<file path="src/rtl/mh_pkg.sv">
// ----------------------------------------------------------------------------
// mh_pkg: shared types and constants of the MurmurHash64A stream block
// Holds the mixing constants, the item kind codes, the queued item format
// and the byte mask helper used to clear unused bytes of a short word.
// ----------------------------------------------------------------------------
package mh_pkg;

    localparam logic [63:0] MIX_M = 64'hC6A4A7935BD1E995;
    localparam int unsigned MIX_R = 47;
    localparam logic [31:0] MIX_M_LO = MIX_M[31:0];
    localparam logic [31:0] MIX_M_HI = MIX_M[63:32];

    localparam int unsigned TDATA_W = 104;
    localparam int unsigned QUEUE_DEPTH = 2;

    typedef enum logic [1:0] {
        KIND_NONE = 2'd0,
        KIND_TAIL = 2'd1,
        KIND_FULL = 2'd2
    } kind_t;

    typedef struct packed {
        logic [63:0] word;
        kind_t       kind;
        logic        first;
        logic        last;
    } item_t;

    function automatic logic [63:0] byte_mask(input logic [2:0] count);
        logic [63:0] mask;
        mask = '0;
        for (int i = 0; i < 8; i++)
        begin
            if (3'(i) < count)
            begin
                mask[8*i +: 8] = 8'hFF;
            end
        end
        return mask;
    endfunction

    function automatic logic [63:0] shift_xor(input logic [63:0] value);
        return value ^ (value >> MIX_R);
    endfunction

endpackage

</file>
<file path="src/rtl/murmur64a_hash_stream.sv">
// ----------------------------------------------------------------------------
// murmur64a_hash_stream: streaming 64-bit MurmurHash64A
// Hashes byte messages that arrive as little-endian 64-bit words and gives
// one finalized hash per message.
//
// Each input beat carries one word, its byte count and the message length;
// tuser marks the first beat of a message and tlast the final one. The
// result beat carries the 64-bit hash. The user must write the seed through
// cfg_we and cfg_wdata only while the block is idle; the block itself does
// not enforce this. The seed applies to every later message. All products
// by the mixing constant share one multiplier, so the multiplier sets the
// rate: a full word runs three products, a short word one and an empty beat
// none; a first beat adds one and a last beat one more before the result beat.
// A two-entry queue lets up to two beats wait while a word is in work.
// Reset clears the seed and the running hash and empties the queue and the
// result register. When the receiver stalls, the result is held and the
// sequencer waits after the next finalization until the result is taken.
// ----------------------------------------------------------------------------
module murmur64a_hash_stream #(
    parameter int LEN_BITS = 32
) (
    input  logic                       clk,
    input  logic                       rst_n,
    input  logic                       cfg_we,
    input  logic [63:0]                cfg_wdata,
    input  logic                       s_axis_tvalid,
    output logic                       s_axis_tready,
    // data_word[63:0], byte_count[67:64], msg_len[99:68], zero pad[103:100]
    input  logic [mh_pkg::TDATA_W-1:0] s_axis_tdata,
    // first
    input  logic                       s_axis_tuser,
    input  logic                       s_axis_tlast,
    output logic                       m_axis_tvalid,
    input  logic                       m_axis_tready,
    // hash[63:0]
    output logic [63:0]                m_axis_tdata
);

    localparam int LEN_W = (LEN_BITS < 32) ? LEN_BITS : 32;
    localparam int Q_W   = $bits(mh_pkg::item_t) + LEN_W;

    logic [63:0]      seed_reg;
    logic             queue_full;
    logic             push;
    mh_pkg::item_t    front_item;
    logic [LEN_W-1:0] front_len;
    logic             q_valid;
    logic             q_pop;
    logic [Q_W-1:0]   q_data;
    mh_pkg::item_t    q_item;
    logic [LEN_W-1:0] q_len;

    always_ff @(posedge clk or negedge rst_n)
    begin
        if (!rst_n)
        begin
            seed_reg <= '0;
        end
        else if (cfg_we)
        begin
            seed_reg <= cfg_wdata;
        end
    end

    mh_front #(
        .LEN_W (LEN_W)
    ) u_front (
        .s_axis_tvalid (s_axis_tvalid),
        .s_axis_tready (s_axis_tready),
        .s_axis_tdata  (s_axis_tdata),
        .s_axis_tuser  (s_axis_tuser),
        .s_axis_tlast  (s_axis_tlast),
        .queue_full    (queue_full),
        .push          (push),
        .item          (front_item),
        .len           (front_len)
    );

    mh_queue #(
        .WIDTH (Q_W)
    ) u_queue (
        .clk       (clk),
        .rst_n     (rst_n),
        .push      (push),
        .push_data ({front_len, front_item}),
        .full      (queue_full),
        .pop       (q_pop),
        .pop_data  (q_data),
        .not_empty (q_valid)
    );

    assign q_item = q_data[$bits(mh_pkg::item_t)-1:0];
    assign q_len  = q_data[Q_W-1:$bits(mh_pkg::item_t)];

    mh_back #(
        .LEN_W (LEN_W)
    ) u_back (
        .clk           (clk),
        .rst_n         (rst_n),
        .seed          (seed_reg),
        .q_valid       (q_valid),
        .q_item        (q_item),
        .q_len         (q_len),
        .q_pop         (q_pop),
        .m_axis_tvalid (m_axis_tvalid),
        .m_axis_tready (m_axis_tready),
        .m_axis_tdata  (m_axis_tdata)
    );

endmodule

</file>
<file path="src/rtl/mh_queue.sv">
// ----------------------------------------------------------------------------
// mh_queue: short queue between the front and the back
// A two-entry register queue that lets the intake and the hash sequencer
// stall independently of each other.
// ----------------------------------------------------------------------------
module mh_queue #(
    parameter int WIDTH = 100
) (
    input  logic             clk,
    input  logic             rst_n,
    input  logic             push,
    input  logic [WIDTH-1:0] push_data,
    output logic             full,
    input  logic             pop,
    output logic [WIDTH-1:0] pop_data,
    output logic             not_empty
);

    localparam int PTR_W = $clog2(mh_pkg::QUEUE_DEPTH);
    localparam int CNT_W = $clog2(mh_pkg::QUEUE_DEPTH + 1);

    logic [WIDTH-1:0] store_reg [mh_pkg::QUEUE_DEPTH];
    logic [PTR_W-1:0] wr_ptr_reg;
    logic [PTR_W-1:0] wr_ptr_next;
    logic [PTR_W-1:0] rd_ptr_reg;
    logic [PTR_W-1:0] rd_ptr_next;
    logic [CNT_W-1:0] count_reg;
    logic [CNT_W-1:0] count_next;
    logic             do_push;
    logic             do_pop;

    assign full      = (count_reg == CNT_W'(mh_pkg::QUEUE_DEPTH));
    assign not_empty = (count_reg != '0);
    assign pop_data  = store_reg[rd_ptr_reg];
    assign do_push   = push && !full;
    assign do_pop    = pop && not_empty;

    always_comb
    begin
        wr_ptr_next = wr_ptr_reg;
        rd_ptr_next = rd_ptr_reg;
        count_next  = count_reg;
        if (do_push)
        begin
            wr_ptr_next = (wr_ptr_reg == PTR_W'(mh_pkg::QUEUE_DEPTH - 1)) ? '0
                                                                        : wr_ptr_reg + 1'b1;
        end
        if (do_pop)
        begin
            rd_ptr_next = (rd_ptr_reg == PTR_W'(mh_pkg::QUEUE_DEPTH - 1)) ? '0
                                                                        : rd_ptr_reg + 1'b1;
        end
        if (do_push && !do_pop)
        begin
            count_next = count_reg + 1'b1;
        end
        else if (do_pop && !do_push)
        begin
            count_next = count_reg - 1'b1;
        end
    end

    always_ff @(posedge clk or negedge rst_n)
    begin
        if (!rst_n)
        begin
            wr_ptr_reg <= '0;
            rd_ptr_reg <= '0;
            count_reg  <= '0;
        end
        else
        begin
            wr_ptr_reg <= wr_ptr_next;
            rd_ptr_reg <= rd_ptr_next;
            count_reg  <= count_next;
        end
    end

    always_ff @(posedge clk)
    begin
        if (do_push)
        begin
            store_reg[wr_ptr_reg] <= push_data;
        end
    end

endmodule

</file>
<file path="src/rtl/mh_front.sv">
// ----------------------------------------------------------------------------
// mh_front: intake and classification
// Unpacks an input beat, sorts the word into full, short or empty, clears
// the unused bytes of a short word and trims the length before queueing it.
// ----------------------------------------------------------------------------
module mh_front #(
    parameter int LEN_W = 32
) (
    input  logic                       s_axis_tvalid,
    output logic                       s_axis_tready,
    input  logic [mh_pkg::TDATA_W-1:0] s_axis_tdata,
    input  logic                       s_axis_tuser,
    input  logic                       s_axis_tlast,
    input  logic                       queue_full,
    output logic                       push,
    output mh_pkg::item_t              item,
    output logic [LEN_W-1:0]           len
);

    logic [63:0] data_word;
    logic [3:0]  byte_count;
    logic [31:0] msg_len;

    assign data_word     = s_axis_tdata[63:0];
    assign byte_count    = s_axis_tdata[67:64];
    assign msg_len       = s_axis_tdata[99:68];
    assign s_axis_tready = !queue_full;
    assign push          = s_axis_tvalid && !queue_full;
    assign len           = msg_len[LEN_W-1:0];

    always_comb
    begin
        item.first = s_axis_tuser;
        item.last  = s_axis_tlast;
        if (byte_count[3])
        begin
            item.kind = mh_pkg::KIND_FULL;
            item.word = data_word;
        end
        else if (byte_count[2:0] == 3'd0)
        begin
            item.kind = mh_pkg::KIND_NONE;
            item.word = data_word;
        end
        else
        begin
            item.kind = mh_pkg::KIND_TAIL;
            item.word = data_word & mh_pkg::byte_mask(byte_count[2:0]);
        end
    end

endmodule

</file>
<file path="src/rtl/mh_mul.sv">
// ----------------------------------------------------------------------------
// mh_mul: multi-cycle multiplier by the mixing constant
// Forms the low 64 bits of an operand times the mixing constant from three
// 32 by 32 partial products, one per cycle, with a registered sum.
// ----------------------------------------------------------------------------
module mh_mul (
    input  logic        clk,
    input  logic        rst_n,
    input  logic        start,
    input  logic [63:0] operand,
    output logic        done,
    output logic [63:0] result
);

    logic [63:0] x_reg;
    logic [63:0] prod_reg;
    logic [63:0] acc_reg;
    logic [63:0] res_reg;
    logic [1:0]  step_reg;
    logic        busy_reg;
    logic        done_reg;
    logic [31:0] mul_a;
    logic [31:0] mul_b;
    logic [63:0] product;
    logic [31:0] acc_hi_sum;

    assign mul_a      = (step_reg == 2'd2) ? x_reg[63:32] : x_reg[31:0];
    assign mul_b      = (step_reg == 2'd1) ? mh_pkg::MIX_M_HI : mh_pkg::MIX_M_LO;
    assign product    = 64'(mul_a) * 64'(mul_b);
    assign acc_hi_sum = acc_reg[63:32] + prod_reg[31:0];
    assign done       = done_reg;
    assign result     = res_reg;

    always_ff @(posedge clk or negedge rst_n)
    begin
        if (!rst_n)
        begin
            busy_reg <= 1'b0;
            step_reg <= '0;
            done_reg <= 1'b0;
        end
        else
        begin
            done_reg <= busy_reg && (step_reg == 2'd3);
            if (start)
            begin
                busy_reg <= 1'b1;
                step_reg <= '0;
            end
            else if (busy_reg)
            begin
                step_reg <= step_reg + 1'b1;
                if (step_reg == 2'd3)
                begin
                    busy_reg <= 1'b0;
                end
            end
        end
    end

    always_ff @(posedge clk)
    begin
        if (start)
        begin
            x_reg <= operand;
        end
        else if (busy_reg)
        begin
            prod_reg <= product;
            case (step_reg)
                2'd1:    acc_reg <= prod_reg;
                2'd2:    acc_reg[63:32] <= acc_hi_sum;
                2'd3:    res_reg <= {acc_hi_sum, acc_reg[31:0]};
                default: acc_reg <= acc_reg;
            endcase
        end
    end

endmodule

</file>
<file path="src/rtl/mh_back.sv">
// ----------------------------------------------------------------------------
// mh_back: hash sequencer and result register
// Takes classified items from the queue, runs the seed, word mixing, tail
// and finalization steps on the shared multiplier and holds the result.
// ----------------------------------------------------------------------------
module mh_back #(
    parameter int LEN_W = 32
) (
    input  logic               clk,
    input  logic               rst_n,
    input  logic [63:0]        seed,
    input  logic               q_valid,
    input  mh_pkg::item_t      q_item,
    input  logic [LEN_W-1:0]   q_len,
    output logic               q_pop,
    output logic               m_axis_tvalid,
    input  logic               m_axis_tready,
    output logic [63:0]        m_axis_tdata
);

    typedef enum logic [7:0] {
        S_IDLE   = 8'b0000_0001,
        S_INIT   = 8'b0000_0010,
        S_ABSORB = 8'b0000_0100,
        S_K1     = 8'b0000_1000,
        S_K2     = 8'b0001_0000,
        S_H      = 8'b0010_0000,
        S_FIN    = 8'b0100_0000,
        S_OUT    = 8'b1000_0000
    } state_t;

    state_t        state_reg;
    state_t        state_next;
    mh_pkg::item_t item_reg;
    mh_pkg::item_t item_next;
    logic [63:0]   hash_reg;
    logic [63:0]   hash_next;
    logic [63:0]   fin_reg;
    logic [63:0]   fin_next;
    logic          out_valid_reg;
    logic          out_valid_next;
    logic [63:0]   out_data_reg;
    logic [63:0]   out_data_next;
    logic          mul_start;
    logic [63:0]   mul_operand;
    logic          mul_done;
    logic [63:0]   mul_result;
    logic          out_free;

    mh_mul u_mul (
        .clk     (clk),
        .rst_n   (rst_n),
        .start   (mul_start),
        .operand (mul_operand),
        .done    (mul_done),
        .result  (mul_result)
    );

    assign out_free      = !out_valid_reg || m_axis_tready;
    assign m_axis_tvalid = out_valid_reg;
    assign m_axis_tdata  = out_data_reg;

    always_comb
    begin
        state_next     = state_reg;
        item_next      = item_reg;
        hash_next      = hash_reg;
        fin_next       = fin_reg;
        out_valid_next = out_valid_reg && !m_axis_tready;
        out_data_next  = out_data_reg;
        mul_start      = 1'b0;
        mul_operand    = hash_reg;
        q_pop          = 1'b0;
        unique case (state_reg)
            S_IDLE:
            begin
                if (q_valid)
                begin
                    q_pop     = 1'b1;
                    item_next = q_item;
                    if (q_item.first)
                    begin
                        mul_start   = 1'b1;
                        mul_operand = {{(64 - LEN_W){1'b0}}, q_len};
                        state_next  = S_INIT;
                    end
                    else
                    begin
                        state_next = S_ABSORB;
                    end
                end
            end
            S_INIT:
            begin
                if (mul_done)
                begin
                    hash_next  = seed ^ mul_result;
                    state_next = S_ABSORB;
                end
            end
            S_ABSORB:
            begin
                case (item_reg.kind)
                    mh_pkg::KIND_FULL:
                    begin
                        mul_start   = 1'b1;
                        mul_operand = item_reg.word;
                        state_next  = S_K1;
                    end
                    mh_pkg::KIND_TAIL:
                    begin
                        mul_start   = 1'b1;
                        mul_operand = hash_reg ^ item_reg.word;
                        state_next  = S_H;
                    end
                    default:
                    begin
                        if (item_reg.last)
                        begin
                            mul_start   = 1'b1;
                            mul_operand = mh_pkg::shift_xor(hash_reg);
                            state_next  = S_FIN;
                        end
                        else
                        begin
                            state_next = S_IDLE;
                        end
                    end
                endcase
            end
            S_K1:
            begin
                if (mul_done)
                begin
                    mul_start   = 1'b1;
                    mul_operand = mh_pkg::shift_xor(mul_result);
                    state_next  = S_K2;
                end
            end
            S_K2:
            begin
                if (mul_done)
                begin
                    mul_start   = 1'b1;
                    mul_operand = hash_reg ^ mul_result;
                    state_next  = S_H;
                end
            end
            S_H:
            begin
                if (mul_done)
                begin
                    hash_next = mul_result;
                    if (item_reg.last)
                    begin
                        mul_start   = 1'b1;
                        mul_operand = mh_pkg::shift_xor(mul_result);
                        state_next  = S_FIN;
                    end
                    else
                    begin
                        state_next = S_IDLE;
                    end
                end
            end
            S_FIN:
            begin
                if (mul_done)
                begin
                    fin_next   = mh_pkg::shift_xor(mul_result);
                    state_next = S_OUT;
                end
            end
            S_OUT:
            begin
                if (out_free)
                begin
                    out_valid_next = 1'b1;
                    out_data_next  = fin_reg;
                    state_next     = S_IDLE;
                end
            end
            default:
            begin
                state_next = S_IDLE;
            end
        endcase
    end

    always_ff @(posedge clk or negedge rst_n)
    begin
        if (!rst_n)
        begin
            state_reg     <= S_IDLE;
            hash_reg      <= '0;
            out_valid_reg <= 1'b0;
        end
        else
        begin
            state_reg     <= state_next;
            hash_reg      <= hash_next;
            out_valid_reg <= out_valid_next;
        end
    end

    always_ff @(posedge clk)
    begin
        item_reg     <= item_next;
        fin_reg      <= fin_next;
        out_data_reg <= out_data_next;
    end

endmodule
</file>
<file path="config.mk">
export PLATFORM = sky130hd
export DESIGN_NAME = murmur64a_hash_stream
export DESIGN_NICKNAME = d
export VERILOG_FILES = /design/src/rtl/mh_pkg.sv /design/src/rtl/murmur64a_hash_stream.sv /design/src/rtl/mh_queue.sv /design/src/rtl/mh_front.sv /design/src/rtl/mh_mul.sv /design/src/rtl/mh_back.sv
export SDC_FILE = /design/constraint.sdc
export NUM_CORES = 2
export LEC_CHECK = 0
export BUFFER_PORTS_ARGS = -buffer_cell sky130_fd_sc_hd__buf_4
export CAP_MARGIN = 20
export CORE_MARGIN = 1.5
export CORE_UTILIZATION = 40
export DETAILED_ROUTE_END_ITERATION = 16
export SYNTH_ARGS = -nofsm -noshare
export SYNTH_HDL_FRONTEND = slang
export SYNTH_HIERARCHICAL = 1
export SYNTH_SLANG_ARGS = --single-unit
</file>
<file path="constraint.sdc">
create_clock -name clk -period 36.2 [get_ports clk]
set_input_delay 1.81 -clock clk [delete_from_list [all_inputs] [get_ports clk]]
set_output_delay 1.81 -clock clk [all_outputs]
set_load 0.01 [all_outputs]
</file>
==> metrics.md <==
| Metric | Value |
|---|---|
| Unrepaired setup endpoints after global routing | no |
| Ys Warns | 6 |
| Initial DRC Count | 3855 |
| Worst Path Buf+Inv | 9 |
| Worst Hold End | u_back/u_mul/result[28]$_DFFE_PP_ |
| Max-Slew Margin vs Limit | 23.8% |
| Skew final | 0.0221 ns |
| IO Count | 241 |
| Clk sinks | 796 |
| Worst Hold Class | reg2reg |
| CTS clk-pin slew, worst paths | 0.06 ns |
| Worst reg-to-reg path cell count | 30 |
| CP delay by family, top | adder cells |
| Most common flop cell mapped by yosys | edfxtp_1 |
| Reg area | 23200 sq um |
| Post-route cell area | 67500 sq um |
| Arr. time, crit path | 10.85 ns |
| Crit path depth | 30 |
| Slowest library cell on the worst path | nor2_1 |
| Syn-to-layout area delta | 9.15% |
| Mean post-synth cell area | 11.7 sq um |
| Reg2reg start | u_back/u_mul/step_reg[0]$_DFFE_PN0P_ |
| Most frequent cell on the critical path | inv_1 |
| TritonCTS clock tree | done |
| Global route total overflow | 0 |
| Multi-input logic area | 33900 sq um |
| Vias per cell | 5.34 |
| CTS root buffer | clkbuf_16 |
| Syn Inst Count | 5309 |
| Worst setup EP type | register |
| Routed vias | 39900 |
| Die footprint | 157000 sq um |
| Post-synth ARST share | 18.2% |
| Core area | 154000 sq um |
| Wirelength, routed | 184000 microns |
| Post-Place Cell Area | 65100 sq um |
| First-pass iteration count of the detailed router | 7 |
| Total track usage | 23.4% |
| Reg2Reg Setup Slack | 25.73 ns |
| Max clock buf depth | 3 |
| Highest clock rate | 0.0955 GHz |
| Worst Path Max Fanout | 41 |
| H-tree levels | 3 |
| EDFF count, synth | 651 |
| Fin. max-slew vios | 0 |
| Post-synthesis sequential area ratio | 37.5% |
| Post-synth net total | 6545 |
| Inserted Clock Buffers | 75 |
| Period minus WS final | 10.47 ns |
| Commonest non-fill, non-tap cells in the layout | inv_1 (875), edfxtp_1 (651), fa_1 (624) |
| Die height | 396 microns |
| Hold Crit Depth | 0 |
| Critical R2R Capture | u_back/u_mul/prod_reg[59]$_DFFE_PP_ |
| Max Cap Violations | 0 |
| Clk_lat worst skew | 0.66 ns |
| Starting density of the core | 40.2% |
| Drt drc | 0 |
| Setup Viol. Count Final | 0 |
| WL per Instance | 24.5 microns |
| Status | finished, final reports clean |
| Initial antenna violation count | 4 |
| First-pass GRT wire length | 270000 microns |
| Share of cells above drive strength 1 | 13.4% |
| Synthesis-stage register bit count | 796 |
| Vias in the first global route | 40300 |
| GP Congestion | 0.952 |
| Slew at the pin with the worst max-slew slack | 1.14 ns |
| Setup CP Type | reg2reg |
| Cts repair resizes | 0 |
| Antenna viol nets, final | 0 |
| Tcrit/Tclk final | 28.9% |
| Final HPWL DP | 144000 microns |
| FP Rows | 144 |
| Hold path start | u_back/u_mul/acc_reg[28]$_DFFE_PP_ |
| Post-CTS setup buffer count | 0 |
| Mapped Area | 61900 sq um |
| Setup TNS | 0 ns |
| IO Port Bufs | 236 |
| Worst path max stage delay | 0.72 ns |
| Largest net degree at the start of global routing | 111 |
| Die extent in x | 396 microns |
| Non-Filler Instances | 7478 |
| Inst Count DP | 7339 |
| Hold Buf Count CTS | 0 |
| Fillers | 14300 |
| Max FFs per register | 200 |
| Final Hold Viols | 0 |
| Most common cell after layout, fill and taps aside | inv_1 |
| Crit path launch type | register |
| Required time of the critical path | 36.58 ns |
| Yosys cell types | 95 |
| Final #Nets | 6609 |
==> worst max path at each step <==
stage,startpoint,endpoint
floorplan,u_back/state_reg[6]$_DFFE_PN0P_,u_back/u_mul/result[0]$_DFFE_PP_
global placement,u_back/u_mul/step_reg[0]$_DFFE_PN0P_,u_back/u_mul/prod_reg[63]$_DFFE_PP_
detailed placement,u_back/u_mul/step_reg[0]$_DFFE_PN0P_,u_back/u_mul/prod_reg[63]$_DFFE_PP_
CTS,u_back/u_mul/step_reg[0]$_DFFE_PN0P_,u_back/u_mul/prod_reg[63]$_DFFE_PP_
global route,u_back/u_mul/step_reg[0]$_DFFE_PN0P_,u_back/u_mul/prod_reg[63]$_DFFE_PP_
finish,u_back/u_mul/step_reg[0]$_DFFE_PN0P_,u_back/u_mul/prod_reg[59]$_DFFE_PP_
==> synthesized netlist by cell type (23+ instances only) <==
cell      count  area [sq um]
a21o_1       72           541
a21oi_1     175           876
a221o_1      70           701
a221oi_1     62           543
a31oi_1      31           194
a32o_1       32           320
and2_1       41           257
buf_1        50           188
buf_2        25           125
buf_4        38           285
clkbuf_1    163           612
dfrtp_1     144          3600
edfxtp_1    651         19500
fa_1        624         12500
ha_1        437          5470
inv_1       875          3280
mux2_2      106          1190
mux2_4      150          2250
mux2i_1      41           410
nand2_1     391          1470
nand3_1      42           210
nor2_1      238           893
nor2b_1      29           181
nor3_1       30           150
o21ai_0     184           921
o21bai_1     23           173
xnor2_1      84           736
xor2_1      163          1430
==> metal layers <==
| metal | GRT usage [%] | share of wire [%] | wire length (microns) |
|---|---|---|---|
| met2 | 35.7 | 45 | 82300 |
| met5 | 0 | 0.068 | 125 |
| met1 | 33.4 | 44 | 80700 |
| met3 | 4.83 | 7.8 | 14300 |
| met4 | 7.14 | 3.3 | 6070 |
==> final cells by class <==
| cell class | instances | share of cell area, % |
|---|---|---|
| diodes | 2 | 0.00741 |
| well taps | 2044 | 3.79 |
| inverters | 876 | 4.87 |
| clock inverters | 30 | 0.426 |
| repair buffers | 292 | 3.28 |
| clock buffers | 106 | 3.16 |
| flip-flops and latches | 796 | 34.3 |
| multi-input cells | 3332 | 50.1 |
==> cell families after synthesis <==
family / synth area share, %
xor gates and xnor gates: 3.50
buffers and inverters: 8.00
DFF: 37.5
muxes: 6.23
adders and majority gates: 29.0
and+or+nand+nor: 6.65
other: 0.0121
AOI/OAI and AO/OA: 9.13
==> through the flow <==
step                hold WS, ns  worst slack, ns  util [%]
finish                    0.414            25.73      43.9
detailed placement        0.405            25.81      42.3
global route              0.423            25.35      43.9
CTS                       0.418            25.72      43.9
global placement          0.405            25.76      42.3
floorplan                 0.400            23.25         -
Power is not shown: default switching activity piles up to over one toggle a cycle in this logic, so the estimate is an artifact.
